<file path="src/sv/assert_macros.svh">
// Assertion macros shared by the binary extended gcd block
`ifndef ASSERT_MACROS_SVH
`define ASSERT_MACROS_SVH

// Same-cycle implication, disabled during reset
`define ASSERT_SAME(label, clk, rst_n, ante, cons) \
    label: assert property (@(posedge clk) disable iff (!rst_n) (ante) |-> (cons)) \
        else $error("same-cycle check failed");

// Next-cycle implication, disabled during reset
`define ASSERT_NEXT(label, clk, rst_n, ante, cons) \
    label: assert property (@(posedge clk) disable iff (!rst_n) (ante) |=> (cons)) \
        else $error("next-cycle check failed");

`endif

</file>
<file path="src/sv/bgcd_pkg.sv">
// Package with widths, op codes, structs and helpers for the binary extended gcd block
package bgcd_pkg;

    localparam int OPERAND_WIDTH = 64;
    localparam int FIELD_W       = 64;
    localparam int SH_W          = $clog2(OPERAND_WIDTH);
    localparam int CNT_W         = $clog2(2 * OPERAND_WIDTH);

    typedef logic [OPERAND_WIDTH-1:0] t_word;
    typedef logic [3:0]               t_op;

    localparam t_op OP_HOLD  = 4'd0;
    localparam t_op OP_LOAD  = 4'd1;
    localparam t_op OP_ZERO  = 4'd2;
    localparam t_op OP_ALIGN = 4'd3;
    localparam t_op OP_SHX   = 4'd4;
    localparam t_op OP_SHY   = 4'd5;
    localparam t_op OP_SUBX  = 4'd6;
    localparam t_op OP_SUBY  = 4'd7;
    localparam t_op OP_SUM   = 4'd8;
    localparam t_op OP_HALF  = 4'd9;
    localparam t_op OP_HALVE = 4'd10;
    localparam t_op OP_DIFF  = 4'd11;
    localparam t_op OP_FIX   = 4'd12;

    typedef struct packed {
        t_op  op;
        logic ready;
        logic finish;
    } t_ctrl;

    typedef struct packed {
        logic x_zero;
        logic y_zero;
        logic x_odd;
        logic y_odd;
        logic x_eq_y;
        logic x_gt_y;
        logic acc_zero;
    } t_stat;

    typedef struct packed {
        t_word gcd;
        t_word ucoef;
        t_word vcoef;
    } t_result;

    function automatic logic [FIELD_W-1:0] sext_field(input t_word v);
        logic [FIELD_W-1:0] r;
        r = {FIELD_W{v[OPERAND_WIDTH-1]}};
        r[OPERAND_WIDTH-1:0] = v;
        return r;
    endfunction

    function automatic logic [FIELD_W-1:0] zext_field(input t_word v);
        logic [FIELD_W-1:0] r;
        r = '0;
        r[OPERAND_WIDTH-1:0] = v;
        return r;
    endfunction

endpackage

</file>
<file path="src/sv/bgcd_if.sv">
// Valid/ready channel interfaces for operand and result items
interface bgcd_in_if import bgcd_pkg::*; ();
    logic               valid;
    logic               ready;
    logic [FIELD_W-1:0] first_operand;
    logic [FIELD_W-1:0] second_operand;

    modport source (output valid, output first_operand, output second_operand, input ready);
    modport sink   (input valid, input first_operand, input second_operand, output ready);
endinterface

interface bgcd_out_if import bgcd_pkg::*; ();
    logic                      valid;
    logic                      ready;
    logic        [FIELD_W-1:0] gcd_value;
    logic signed [FIELD_W-1:0] u_coefficient;
    logic signed [FIELD_W-1:0] v_coefficient;

    modport source (output valid, output gcd_value, output u_coefficient,
                    output v_coefficient, input ready);
    modport sink   (input valid, input gcd_value, input u_coefficient,
                    input v_coefficient, output ready);
endinterface

</file>
<file path="src/sv/bgcd_ctrl.sv">
// Sequencer that steps the shared gcd datapath through its phases
module bgcd_ctrl import bgcd_pkg::*; (
    input  logic  i_clk,
    input  logic  i_rst_n,
    input  logic  i_start,
    input  logic  i_out_free,
    input  t_stat i_stat,
    output t_ctrl o_ctrl
);

    localparam logic [3:0] S_IDLE   = 4'd0;
    localparam logic [3:0] S_CHECK  = 4'd1;
    localparam logic [3:0] S_ALIGN  = 4'd2;
    localparam logic [3:0] S_LOOP   = 4'd3;
    localparam logic [3:0] S_SUM    = 4'd4;
    localparam logic [3:0] S_HALF   = 4'd5;
    localparam logic [3:0] S_HALVE  = 4'd6;
    localparam logic [3:0] S_DIFF   = 4'd7;
    localparam logic [3:0] S_FIX    = 4'd8;
    localparam logic [3:0] S_FINISH = 4'd9;

    logic [3:0] r_state;
    logic [3:0] n_state;

    always_comb begin
        n_state       = r_state;
        o_ctrl.op     = OP_HOLD;
        o_ctrl.ready  = 1'b0;
        o_ctrl.finish = 1'b0;
        case (r_state)
            S_IDLE: begin
                o_ctrl.ready = 1'b1;
                if (i_start) begin
                    o_ctrl.op = OP_LOAD;
                    n_state   = S_CHECK;
                end
            end
            S_CHECK: begin
                if (i_stat.x_zero || i_stat.y_zero) begin
                    o_ctrl.op = OP_ZERO;
                    n_state   = S_FINISH;
                end else begin
                    n_state = S_ALIGN;
                end
            end
            S_ALIGN: begin
                if (!i_stat.x_odd && !i_stat.y_odd) begin
                    o_ctrl.op = OP_ALIGN;
                end else begin
                    n_state = S_LOOP;
                end
            end
            S_LOOP: begin
                if (!i_stat.x_odd) begin
                    o_ctrl.op = OP_SHX;
                end else if (!i_stat.y_odd) begin
                    o_ctrl.op = OP_SHY;
                end else if (i_stat.x_eq_y) begin
                    n_state = S_SUM;
                end else if (i_stat.x_gt_y) begin
                    o_ctrl.op = OP_SUBX;
                end else begin
                    o_ctrl.op = OP_SUBY;
                end
            end
            S_SUM: begin
                o_ctrl.op = OP_SUM;
                n_state   = S_HALF;
            end
            S_HALF: begin
                o_ctrl.op = OP_HALF;
                n_state   = S_HALVE;
            end
            S_HALVE: begin
                if (i_stat.acc_zero) begin
                    n_state = S_DIFF;
                end else begin
                    o_ctrl.op = OP_HALVE;
                end
            end
            S_DIFF: begin
                o_ctrl.op = OP_DIFF;
                n_state   = S_FIX;
            end
            S_FIX: begin
                o_ctrl.op = OP_FIX;
                n_state   = S_FINISH;
            end
            S_FINISH: begin
                if (i_out_free) begin
                    o_ctrl.finish = 1'b1;
                    n_state       = S_IDLE;
                end
            end
            default: begin
                n_state = S_IDLE;
            end
        endcase
    end

    always_ff @(posedge i_clk) begin
        if (!i_rst_n) begin
            r_state <= S_IDLE;
        end else begin
            r_state <= n_state;
        end
    end

endmodule

</file>
<file path="src/sv/bgcd_datapath.sv">
// Shared subtract, shift and add unit with the operand and cofactor registers
`include "assert_macros.svh"
module bgcd_datapath import bgcd_pkg::*; (
    input  logic    i_clk,
    input  logic    i_rst_n,
    input  t_ctrl   i_ctrl,
    input  t_word   i_first_operand,
    input  t_word   i_second_operand,
    output t_stat   o_stat,
    output t_result o_result
);

    t_word            r_x,   n_x;
    t_word            r_y,   n_y;
    t_word            r_pu0, n_pu0;
    t_word            r_pu1, n_pu1;
    t_word            r_pv0, n_pv0;
    t_word            r_pv1, n_pv1;
    t_word            r_du,  n_du;
    t_word            r_dv,  n_dv;
    t_word            r_hu,  n_hu;
    t_word            r_hv,  n_hv;
    logic [SH_W-1:0]  r_common, n_common;
    logic [CNT_W-1:0] r_acc,    n_acc;

    t_word diff_xy;
    t_word diff_yx;
    logic  odd_mask;

    assign diff_xy  = r_x - r_y;
    assign diff_yx  = r_y - r_x;
    assign odd_mask = r_pv0[0] | r_pu0[0];

    assign o_stat.x_zero   = (r_x == '0);
    assign o_stat.y_zero   = (r_y == '0);
    assign o_stat.x_odd    = r_x[0];
    assign o_stat.y_odd    = r_y[0];
    assign o_stat.x_eq_y   = (r_x == r_y);
    assign o_stat.x_gt_y   = (r_x > r_y);
    assign o_stat.acc_zero = (r_acc == '0);

    assign o_result.gcd   = r_y << r_common;
    assign o_result.ucoef = r_pv0;
    assign o_result.vcoef = '0 - r_pu0;

    always_comb begin
        n_x      = r_x;
        n_y      = r_y;
        n_pu0    = r_pu0;
        n_pu1    = r_pu1;
        n_pv0    = r_pv0;
        n_pv1    = r_pv1;
        n_du     = r_du;
        n_dv     = r_dv;
        n_hu     = r_hu;
        n_hv     = r_hv;
        n_common = r_common;
        n_acc    = r_acc;
        case (i_ctrl.op)
            OP_HOLD: begin
            end
            OP_LOAD: begin
                n_x      = i_first_operand;
                n_y      = i_second_operand;
                n_pv0    = t_word'(1);
                n_pu0    = '0;
                n_pv1    = '0;
                n_pu1    = t_word'(1);
                n_common = '0;
                n_acc    = '0;
            end
            OP_ZERO: begin
                if (r_x == '0) begin
                    n_pv0 = '0;
                    n_pu0 = (r_y == '0) ? '0 : '1;
                end else begin
                    n_y   = r_x;
                    n_pv0 = t_word'(1);
                    n_pu0 = '0;
                end
            end
            OP_ALIGN: begin
                n_x      = r_x >> 1;
                n_y      = r_y >> 1;
                n_common = r_common + SH_W'(1);
            end
            OP_SHX: begin
                n_x   = r_x >> 1;
                n_pu1 = r_pu1 << 1;
                n_pv1 = r_pv1 << 1;
                n_acc = r_acc + CNT_W'(1);
            end
            OP_SHY: begin
                n_y   = r_y >> 1;
                n_pu0 = r_pu0 << 1;
                n_pv0 = r_pv0 << 1;
                n_acc = r_acc + CNT_W'(1);
            end
            OP_SUBX: begin
                n_x   = diff_xy >> 1;
                n_pu0 = r_pu0 + r_pu1;
                n_pv0 = r_pv0 + r_pv1;
                n_pu1 = r_pu1 << 1;
                n_pv1 = r_pv1 << 1;
                n_acc = r_acc + CNT_W'(1);
            end
            OP_SUBY: begin
                n_y   = diff_yx >> 1;
                n_pu1 = r_pu1 + r_pu0;
                n_pv1 = r_pv1 + r_pv0;
                n_pu0 = r_pu0 << 1;
                n_pv0 = r_pv0 << 1;
                n_acc = r_acc + CNT_W'(1);
            end
            OP_SUM: begin
                n_du = r_pu0 + r_pu1;
                n_dv = r_pv0 + r_pv1;
            end
            OP_HALF: begin
                n_hu = (r_du >> 1) + t_word'(r_du[0]);
                n_hv = (r_dv >> 1) + t_word'(r_dv[0]);
            end
            OP_HALVE: begin
                n_pv0 = (r_pv0 >> 1) + (odd_mask ? r_hv : '0);
                n_pu0 = (r_pu0 >> 1) + (odd_mask ? r_hu : '0);
                n_acc = r_acc - CNT_W'(1);
            end
            OP_DIFF: begin
                n_pv1 = r_dv - r_pv0;
            end
            OP_FIX: begin
                if (r_pv0 > r_pv1) begin
                    n_pv0 = r_pv0 - r_dv;
                    n_pu0 = r_pu0 - r_du;
                end
            end
            default: begin
            end
        endcase
    end

    always_ff @(posedge i_clk) begin
        r_x      <= n_x;
        r_y      <= n_y;
        r_pu0    <= n_pu0;
        r_pu1    <= n_pu1;
        r_pv0    <= n_pv0;
        r_pv1    <= n_pv1;
        r_du     <= n_du;
        r_dv     <= n_dv;
        r_hu     <= n_hu;
        r_hv     <= n_hv;
        r_common <= n_common;
        r_acc    <= n_acc;
    end

    `ASSERT_SAME(a_subx_odd_ordered, i_clk, i_rst_n, i_ctrl.op == OP_SUBX, r_x[0] && r_y[0] && (r_x > r_y))
    `ASSERT_SAME(a_shx_nonzero, i_clk, i_rst_n, i_ctrl.op == OP_SHX, r_x != '0)
    `ASSERT_SAME(a_halve_count, i_clk, i_rst_n, i_ctrl.op == OP_HALVE, r_acc != '0)

endmodule

</file>
<file path="src/sv/binary_extended_gcd_top.sv">
// Binary extended gcd block: operand channel in, gcd and Bezout coefficients out
//
// Usage: present first_operand and second_operand on i_req; the item is taken when
// valid and ready are both high. Ready is high only while the block is idle and out of
// reset, so one item is in work at a time. The result item (gcd_value, u_coefficient,
// v_coefficient, with gcd = u*u_coefficient + v*v_coefficient modulo 2^64) appears on
// o_rsp from an output register and stays until o_rsp.ready takes it.
// The shared subtract/shift unit does one subtraction or one single-bit shift per cycle,
// and the halving pass does one step per single-bit shift accumulated in the reduction
// loop, of which there are at most 2*63.
// A stalled receiver holds the result in the output register; the next item is still
// taken and worked on, and only its final hand-over waits for the register to free.
// Reset (i_rst_n low, synchronous) returns the sequencer to idle and empties the output
// register; the block is ready again as soon as reset is released.
`include "assert_macros.svh"
module binary_extended_gcd_top import bgcd_pkg::*; (
    input  logic       i_clk,
    input  logic       i_rst_n,
    bgcd_in_if.sink    i_req,
    bgcd_out_if.source o_rsp
);

    t_ctrl   w_ctrl;
    t_stat   w_stat;
    t_result w_result;
    logic    w_out_free;

    logic                      r_out_valid;
    logic        [FIELD_W-1:0] r_gcd;
    logic signed [FIELD_W-1:0] r_ucoef;
    logic signed [FIELD_W-1:0] r_vcoef;

    assign w_out_free = !r_out_valid || o_rsp.ready;

    bgcd_ctrl u_ctrl (
        .i_clk      (i_clk),
        .i_rst_n    (i_rst_n),
        .i_start    (i_req.valid),
        .i_out_free (w_out_free),
        .i_stat     (w_stat),
        .o_ctrl     (w_ctrl)
    );

    bgcd_datapath u_datapath (
        .i_clk            (i_clk),
        .i_rst_n          (i_rst_n),
        .i_ctrl           (w_ctrl),
        .i_first_operand  (i_req.first_operand[OPERAND_WIDTH-1:0]),
        .i_second_operand (i_req.second_operand[OPERAND_WIDTH-1:0]),
        .o_stat           (w_stat),
        .o_result         (w_result)
    );

    assign i_req.ready         = w_ctrl.ready && i_rst_n;
    assign o_rsp.valid         = r_out_valid;
    assign o_rsp.gcd_value     = r_gcd;
    assign o_rsp.u_coefficient = r_ucoef;
    assign o_rsp.v_coefficient = r_vcoef;

    always_ff @(posedge i_clk) begin
        if (!i_rst_n) begin
            r_out_valid <= 1'b0;
        end else if (w_ctrl.finish) begin
            r_out_valid <= 1'b1;
        end else if (o_rsp.ready) begin
            r_out_valid <= 1'b0;
        end
    end

    always_ff @(posedge i_clk) begin
        if (w_ctrl.finish) begin
            r_gcd   <= zext_field(w_result.gcd);
            r_ucoef <= sext_field(w_result.ucoef);
            r_vcoef <= sext_field(w_result.vcoef);
        end
    end

    `ASSERT_NEXT(a_busy_after_accept, i_clk, i_rst_n, i_req.valid && i_req.ready, !i_req.ready)
    `ASSERT_SAME(a_finish_into_free, i_clk, i_rst_n, w_ctrl.finish, !r_out_valid || o_rsp.ready)

endmodule

</file>
<file path="src/flat_wrapper.sv">
// flat-port wrapper written by rule: the top's interface ports become plain ports
module binary_extended_gcd_top_flat import bgcd_pkg::*;
  (i_clk, i_rst_n, i_req_valid, i_req_first_operand, i_req_second_operand, i_req_ready, o_rsp_valid, o_rsp_gcd_value, o_rsp_u_coefficient, o_rsp_v_coefficient, o_rsp_ready);
  bgcd_in_if i_req_i ();
  bgcd_out_if o_rsp_i ();
  input  logic i_clk;
  input  logic i_rst_n;
  input wire logic [$bits(i_req_i.valid)-1:0] i_req_valid;
  input wire logic [$bits(i_req_i.first_operand)-1:0] i_req_first_operand;
  input wire logic [$bits(i_req_i.second_operand)-1:0] i_req_second_operand;
  output wire logic [$bits(i_req_i.ready)-1:0] i_req_ready;
  output wire logic [$bits(o_rsp_i.valid)-1:0] o_rsp_valid;
  output wire logic [$bits(o_rsp_i.gcd_value)-1:0] o_rsp_gcd_value;
  output wire logic [$bits(o_rsp_i.u_coefficient)-1:0] o_rsp_u_coefficient;
  output wire logic [$bits(o_rsp_i.v_coefficient)-1:0] o_rsp_v_coefficient;
  input wire logic [$bits(o_rsp_i.ready)-1:0] o_rsp_ready;
  assign i_req_i.valid = i_req_valid;
  assign i_req_i.first_operand = i_req_first_operand;
  assign i_req_i.second_operand = i_req_second_operand;
  assign i_req_ready = i_req_i.ready;
  assign o_rsp_valid = o_rsp_i.valid;
  assign o_rsp_gcd_value = o_rsp_i.gcd_value;
  assign o_rsp_u_coefficient = o_rsp_i.u_coefficient;
  assign o_rsp_v_coefficient = o_rsp_i.v_coefficient;
  assign o_rsp_i.ready = o_rsp_ready;
  binary_extended_gcd_top u_core (.i_clk(i_clk), .i_rst_n(i_rst_n), .i_req(i_req_i), .o_rsp(o_rsp_i));
endmodule
</file>
<file path="config.mk">
export PLATFORM = sky130hd
export DESIGN_NAME = binary_extended_gcd_top_flat
export DESIGN_NICKNAME = d
export VERILOG_FILES = /design/src/sv/bgcd_pkg.sv /design/src/sv/bgcd_if.sv /design/src/sv/bgcd_ctrl.sv /design/src/sv/bgcd_datapath.sv /design/src/sv/binary_extended_gcd_top.sv /design/src/flat_wrapper.sv
export VERILOG_INCLUDE_DIRS = /design/src /design/src/sv
export SDC_FILE = /design/constraint.sdc
export NUM_CORES = 2
export LEC_CHECK = 0
export BUFFER_PORTS_ARGS = -buffer_cell sky130_fd_sc_hd__clkbuf_2
export CAP_MARGIN = 20
export CORE_MARGIN = 5
export CORE_UTILIZATION = 40
export DETAILED_ROUTE_END_ITERATION = 16
export PLACE_DENSITY = 0.59
export SETUP_SLACK_MARGIN = 0.1
export SLEW_MARGIN = 0
export SYNTH_ARGS = -nofsm -noshare
export SYNTH_HDL_FRONTEND = slang
export SYNTH_SLANG_ARGS = --single-unit
</file>
<file path="constraint.sdc">
create_clock -name i_clk -period 28.6 [get_ports i_clk]
set_clock_uncertainty 0.2 [all_clocks]
set_input_delay 2.86 -clock i_clk [delete_from_list [all_inputs] [get_ports i_clk]]
set_output_delay 2.86 -clock i_clk [all_outputs]
set_load 0.05 [all_outputs]
</file>
After elaboration in Yosys (flattened, before gate mapping)
Index checks and enable logic that the tools add are counted.

Register bits after elaboration: 850. ROM bits: 0. Memories kept: 0. Output and inout port bits: 194. Bits in writable memories: 0. Input port bits: 132. Word-level logic and storage cells: 133. Latch bits: 0.

Reductions and logical operators: 27. Bitwise logic cells: 1. Shift operators: 1. Divide/modulo/power cells: 0. $mul: 0. Mux-type cells: 39. Equal/unequal tests: 31. Add/subtract/negate cells: 15. Order comparisons: 2.

Operators by type and width (count): 64-bit one-hot mux with 6 select lines (2); 64-bit one-hot mux with 4 select lines (2); 64-bit 2-to-1 mux (7); 64-bit one-hot mux with 3 select lines (2); 64-bit subtractor (5); 63-bit by 1-bit adder with 64-bit output (2); 63-bit by 64-bit adder with 64-bit output (2); 64-bit adder (2); 64-bit > comparator (2); 64-bit logical NOT (2); 64-bit == test (1); 64-bit by 6-bit << shifter with 64-bit output (1); 1-bit by 64-bit subtractor with 64-bit output, first input constant (1); 4-bit one-hot mux with 10 select lines (1); 4-bit 2-to-1 mux (9); 4-bit one-hot mux with 9 select lines (1); 4-bit by 3-bit == test with 1-bit output, second input constant (8); 4-bit == test, second input constant (7); 7-bit one-hot mux with 3 select lines (1); 2-bit != test, second input constant (9); 4-bit by 2-bit == test with 1-bit output, second input constant (4); 6-bit one-hot mux with 2 select lines (1); 3-bit 2-to-1 mux (3); 3-bit nonzero test (3); other kinds (19) (38).

Logic depth before layout (Yosys ltp)
Depth after elaboration: 10. Mapped depth: 18. Depth with buffers taken out: 16.

Modules after synthesis
From an unflattened synthesis, not the netlist that was laid out.

Cells, all modules: 8657. Area total of the unflattened synthesis: 75821.5 µm².

By module, submodules not included: bgcd_datapath (cells each 8396, area an instance 69558.0 µm², times used 1, seq. area each 19608.8 µm²); binary_extended_gcd_top (cells each 197, area an instance 5820.6 µm², times used 1, seq. area each 5785.5 µm²); bgcd_ctrl (cells each 64, area an instance 442.9 µm², times used 1, seq. area each 80.1 µm²).

Worst setup path after synthesis
Ideal clock, no wire load.

Path type: input port to flip-flop. From: input i_req_valid. To: register u_core.u_datapath.r_pu0[0], enable pin. Stages on the path: 2. Data required time: 27.556 ns. Data arrival time: 13.294 ns. Path buffers: 0. Setup time: 0.844 ns. Path slack: 14.262 ns. Cells stage by stage: nand3_1 -> a311oi_1.

Word-level cells in the longest chain between the ends: 6. Elaborated cells on any way between the ends: 13. Classes of those cells: 8 x eq/ne; 2 x mux; 3 x reduce/logical.

RTL lines: start: declaration (RTL line flat_wrapper.sv:8) `input wire logic [$bits(i_req_i.valid)-1:0] i_req_valid;`; 1-bit 2-to-1 mux (*) (RTL line bgcd_ctrl.sv:33) `if (i_start) begin`; 4-bit one-hot mux with 9 select lines (*) (RTL line bgcd_ctrl.sv:30) `case (r_state)`; 4-bit by 3-bit == test with 1-bit output (RTL line bgcd_datapath.sv:59) `case (i_ctrl.op)`; 2-bit OR reduction (no source line); 6-bit nonzero test (no source line); 2-bit AND reduction (no source line) (*); end signal: assignment (RTL line bgcd_datapath.sv:145) `r_pu0 <= n_pu0;`; end: declaration (RTL line bgcd_datapath.sv:15) `t_word r_pu0, n_pu0;`.

Every way passes the cells marked *; elsewhere a longest branch is shown, timed or not. A chain may end at the register's enable or synchronous reset.

Worst setup path after layout
From: register u_core.u_datapath.r_y[33]. To: register u_core.u_datapath.r_pv1[37], data pin.

Word-level cells in the longest chain between the ends: 9. Elaborated cells on any way between the ends: 17. Classes of those cells: 1 x order compare; 6 x eq/ne; 7 x mux; 3 x reduce/logical.

RTL lines: start: declaration (RTL line bgcd_datapath.sv:14) `t_word r_y, n_y;`; start signal: assignment (RTL line bgcd_datapath.sv:144) `r_y <= n_y;`; 64-bit > comparator (RTL line bgcd_datapath.sv:39) `assign o_stat.x_gt_y = (r_x > r_y);`; 1-bit 2-to-1 mux (RTL line bgcd_ctrl.sv:60) `end else if (i_stat.x_gt_y) begin`; 3-bit 2-to-1 mux (RTL line bgcd_ctrl.sv:58) `end else if (i_stat.x_eq_y) begin`; 3-bit 2-to-1 mux (RTL line bgcd_ctrl.sv:56) `end else if (!i_stat.y_odd) begin`; 3-bit 2-to-1 mux (RTL line bgcd_ctrl.sv:54) `if (!i_stat.x_odd) begin`; 4-bit one-hot mux with 9 select lines (*) (RTL line bgcd_ctrl.sv:30); 4-bit by 3-bit == test with 1-bit output (RTL line bgcd_datapath.sv:59); 2-bit OR reduction (no source line); 64-bit one-hot mux with 4 select lines (*) (RTL line bgcd_datapath.sv:59); end signal: assignment (RTL line bgcd_datapath.sv:148) `r_pv1 <= n_pv1;`; end: declaration (RTL line bgcd_datapath.sv:18) `t_word r_pv1, n_pv1;`.

Marks and branches as above.

==> results by group <==
Placed design
  – Placed instance count: 11000
  – RD Place Congestion: 1.00
  – Dpl ws: 21.86 ns
  – Placed cell area: 79400 µm²
  – Port Buffers: 325
  – Estimated wirelength of the detail-placed design: 225000 µm

STA
  – Minimum clock period: 6.95 ns
  – Final slew viol count: 0
  – Final Hold Viols: 0
  – RSZ-0062 raised after global routing: no
  – Worst-Margin Slew: 1.28 ns
  – Relative slew slack: 0.141
  – Hold Slack: 0.368 ns
  – Fmax: 144 MHz
  – Setup TNS: 0 ns
  – Period utilization: 0.243
  – Final setup viols: 0
  – Post-route setup slack: 21.65 ns

Clock tree
  – Clock sinks: 850
  – Clock root buffer: clkbuf_16
  – Post-CTS Hold Buffers: 0
  – Skew-Pair Late Insertion Delay: 0.79 ns
  – CTS clk-pin slew, worst paths: 0.07 ns
  – TritonCTS clock tree: built
  – CTS H-tree lvls: 3
  – Total CTS buffers: 107
  – Setup bufs post-CTS: 0
  – Max clock buf depth: 3
  – Post-cts resize count: 0

Logic synthesis
  – Synth async-reset ratio: 0
  – Mapped cell area: 75600 µm²
  – Mapped Nets: 9325
  – Average size of a mapped cell: 8.86 µm²
  – Post-synth EDFFs: 845
  – Netlist cell types: 95
  – #FFs+latches synth: 850
  – Top-count cell post-synth: edfxtp_1
  – Synth top cells by count: 845 x edfxtp_1, 806 x a21oi_1, 644 x ha_1, 626 x nand2_1, 610 x inv_1
  – Mapped Cells: 8539
  – Predominant post-synthesis flop cell: edfxtp_1
  – Largest cells by area after synthesis: edfxtp_1 34%, ha_1 11%, xnor2_1 5.8%
  – Area share of the largest cell type after synthesis: 0.335
  – Post-synth top area cell: edfxtp_1
  – Synthesis Warnings: 0
  – Sequential element share of the synthesized area: 0.337

Global routing
  – Overall Global Routing Usage: 0.283
  – Largest net degree at the start of global routing: 132
  – Initial antenna violation count: 10
  – Remaining Overflow, GRT: 0
  – First-pass GRT wire length: 433000 µm
  – Vias in the first global route: 66600

Detailed routing
  – Post-route ant nets: 0
  – Final WL: 294000 µm
  – Routed len/inst: 26.3 µm
  – DR DRC count: 0
  – Via density: 6.21
  – DR pass1 iterations: 10
  – Initial drt markers: 7701
  – Vias: 69400

Finish
  – Fillers: 18500
  – Layout cell share with drive strength beyond 1: 0.0834
  – Non-Filler Instances: 11200
  – Post-route cell area: 83100 µm²
  – Multi-input gate area: 46200 µm²
  – Sequential Area: 25500 µm²
  – Area delta synth->final: 9.88%
  – Layout Nets: 9374
  – Final core occ: 0.442

Floorplanning
  – Die Span X: 445 µm
  – Die area: 198000 µm²
  – Row Count: 159
  – Core area: 188000 µm²
  – Die Y: 445 µm
  – Starting density of the core: 0.402
  – IO Pins: 326

Worst setup path
  – Largest stage delay, worst path: 0.80 ns
  – Crit-path max FO: 131
  – Crit path cell chain: ha_1, and4_1, and3_1, nand3_1, o21ai_1, a2111o_1, a2111oi_0, nand2_1, o21ai_4, buf_12, and2_4, buf_4, a222oi_1, inv_1
  – Critical Path RT: 29.01 ns
  – Worst EP arrival: 7.36 ns
  – Critical Path Slowest Stage Cell: a2111oi_0
  – Startpoint types: flip-flop
  – CP Class: reg -> reg
  – Crit end category: flip-flop

Power
  – Max VDD drop: 0.0535 mV
  – Pwr Density: 98.8 nW/µm²
  – Static leakage: 33.9 nW
  – Final total power: 8.21 mW

Flow run
  – Maxcap violations: 0

Hold path
  – Hold Crit Class: reg -> reg

Run status
  – Run status: finished clean
## registers in the layout, summed over array words and instances, names as in the netlist
register                    flops
u_core.u_datapath.r_acc         7
u_core.u_datapath.r_common      6
u_core.u_datapath.r_hu         64
u_core.u_datapath.r_hv         64
u_core.u_datapath.r_pu0        64
u_core.u_datapath.r_pu1        64
u_core.u_datapath.r_y          64
u_core.u_datapath.r_x          64
u_core.u_datapath.r_pv1        64
u_core.o_rsp.v_coefficient     64
u_core.o_rsp.gcd_value         64
u_core.o_rsp.valid              1
u_core.u_ctrl.r_state           4
u_core.u_datapath.r_pv0        64
u_core.o_rsp.u_coefficient     64
u_core.u_datapath.r_dv         64
u_core.u_datapath.r_du         64
## worst paths after layout
path                                             start                                         to  slack [ns]  depth (start not counted)
max reg2reg        u_core.u_datapath.r_y[33]$_DFFE_PP_  u_core.u_datapath.r_pv1[37]$_SDFFCE_PN0P_       21.65                         14
min reg2reg  u_core.u_datapath.r_pu1[33]$_SDFFCE_PN0P_  u_core.u_datapath.r_pu1[34]$_SDFFCE_PN0P_        0.37                          1
max                u_core.u_datapath.r_y[33]$_DFFE_PP_  u_core.u_datapath.r_pv1[37]$_SDFFCE_PN0P_       21.65                         14
min          u_core.u_datapath.r_pu1[33]$_SDFFCE_PN0P_  u_core.u_datapath.r_pu1[34]$_SDFFCE_PN0P_        0.37                          1
## critical path: cells and delay by family (launching register included)
family / cells / cell delay [ns]
AO/OA/AOI/OAI: 5 / 1.83
buffers and inverters: 3 / 1.41
AND/OR/NAND/NOR: 5 / 2.02
flip-flops: 1 / 0.54
adder cells (fa/ha/maj): 1 / 0.52
## logic make-up after synthesis
group                    share of synthesized area
flip-flops                                   0.337
AO/OA/AOI/OAI                                0.247
multiplexers                                0.0242
AND/OR/NAND/NOR                              0.147
buffers and inverters                       0.0545
XOR/XNOR                                    0.0816
adder cells (fa/ha/maj)                      0.109
## power breakdown
group          switching (mW)  leakage, nW  internal [mW]  total [mW]
combinational            3.10         24.2           1.59        4.69
sequential              0.348         7.96           1.73        2.08
clock                   0.613         1.75          0.832        1.44
total                    4.06         33.9           4.15        8.21
## cells in the final DEF (no fill, tap or decap), types with 108 or more instances in the layout
master / n
nor2b_1: 197
o21bai_1: 157
nand3_1: 143
nand4_1: 175
nor3_1: 141
xor2_1: 205
nor2_1: 573
o21ai_1: 231
a222oi_1: 143
clkbuf_2: 325
edfxtp_1: 845
inv_1: 609
xnor2_1: 500
a21oi_1: 804
ha_1: 644
o21ai_0: 338
clkbuf_16: 108
a21o_1: 348
nand2_1: 621
## layout make-up
class,count,share of cell area
antenna,3,0.0000903
multi-input combinational,6594,0.556
timing repair buffer,400,0.0265
clock inverter,81,0.0112
clock buffer,120,0.0331
tap,2495,0.0376
inverter,635,0.0287
sequential,850,0.307
## routing by layer
layer,track usage,vias up,part of all wire,wire [µm]
met5,0,-,0.00020,58
met4,0.108,8,0.044,12900
met3,0.0512,554,0.081,23900
met2,0.449,3072,0.45,131000
met1,0.385,33900,0.43,126000
li1,-,31800,-,-
(Power assumes the default switching activity.)
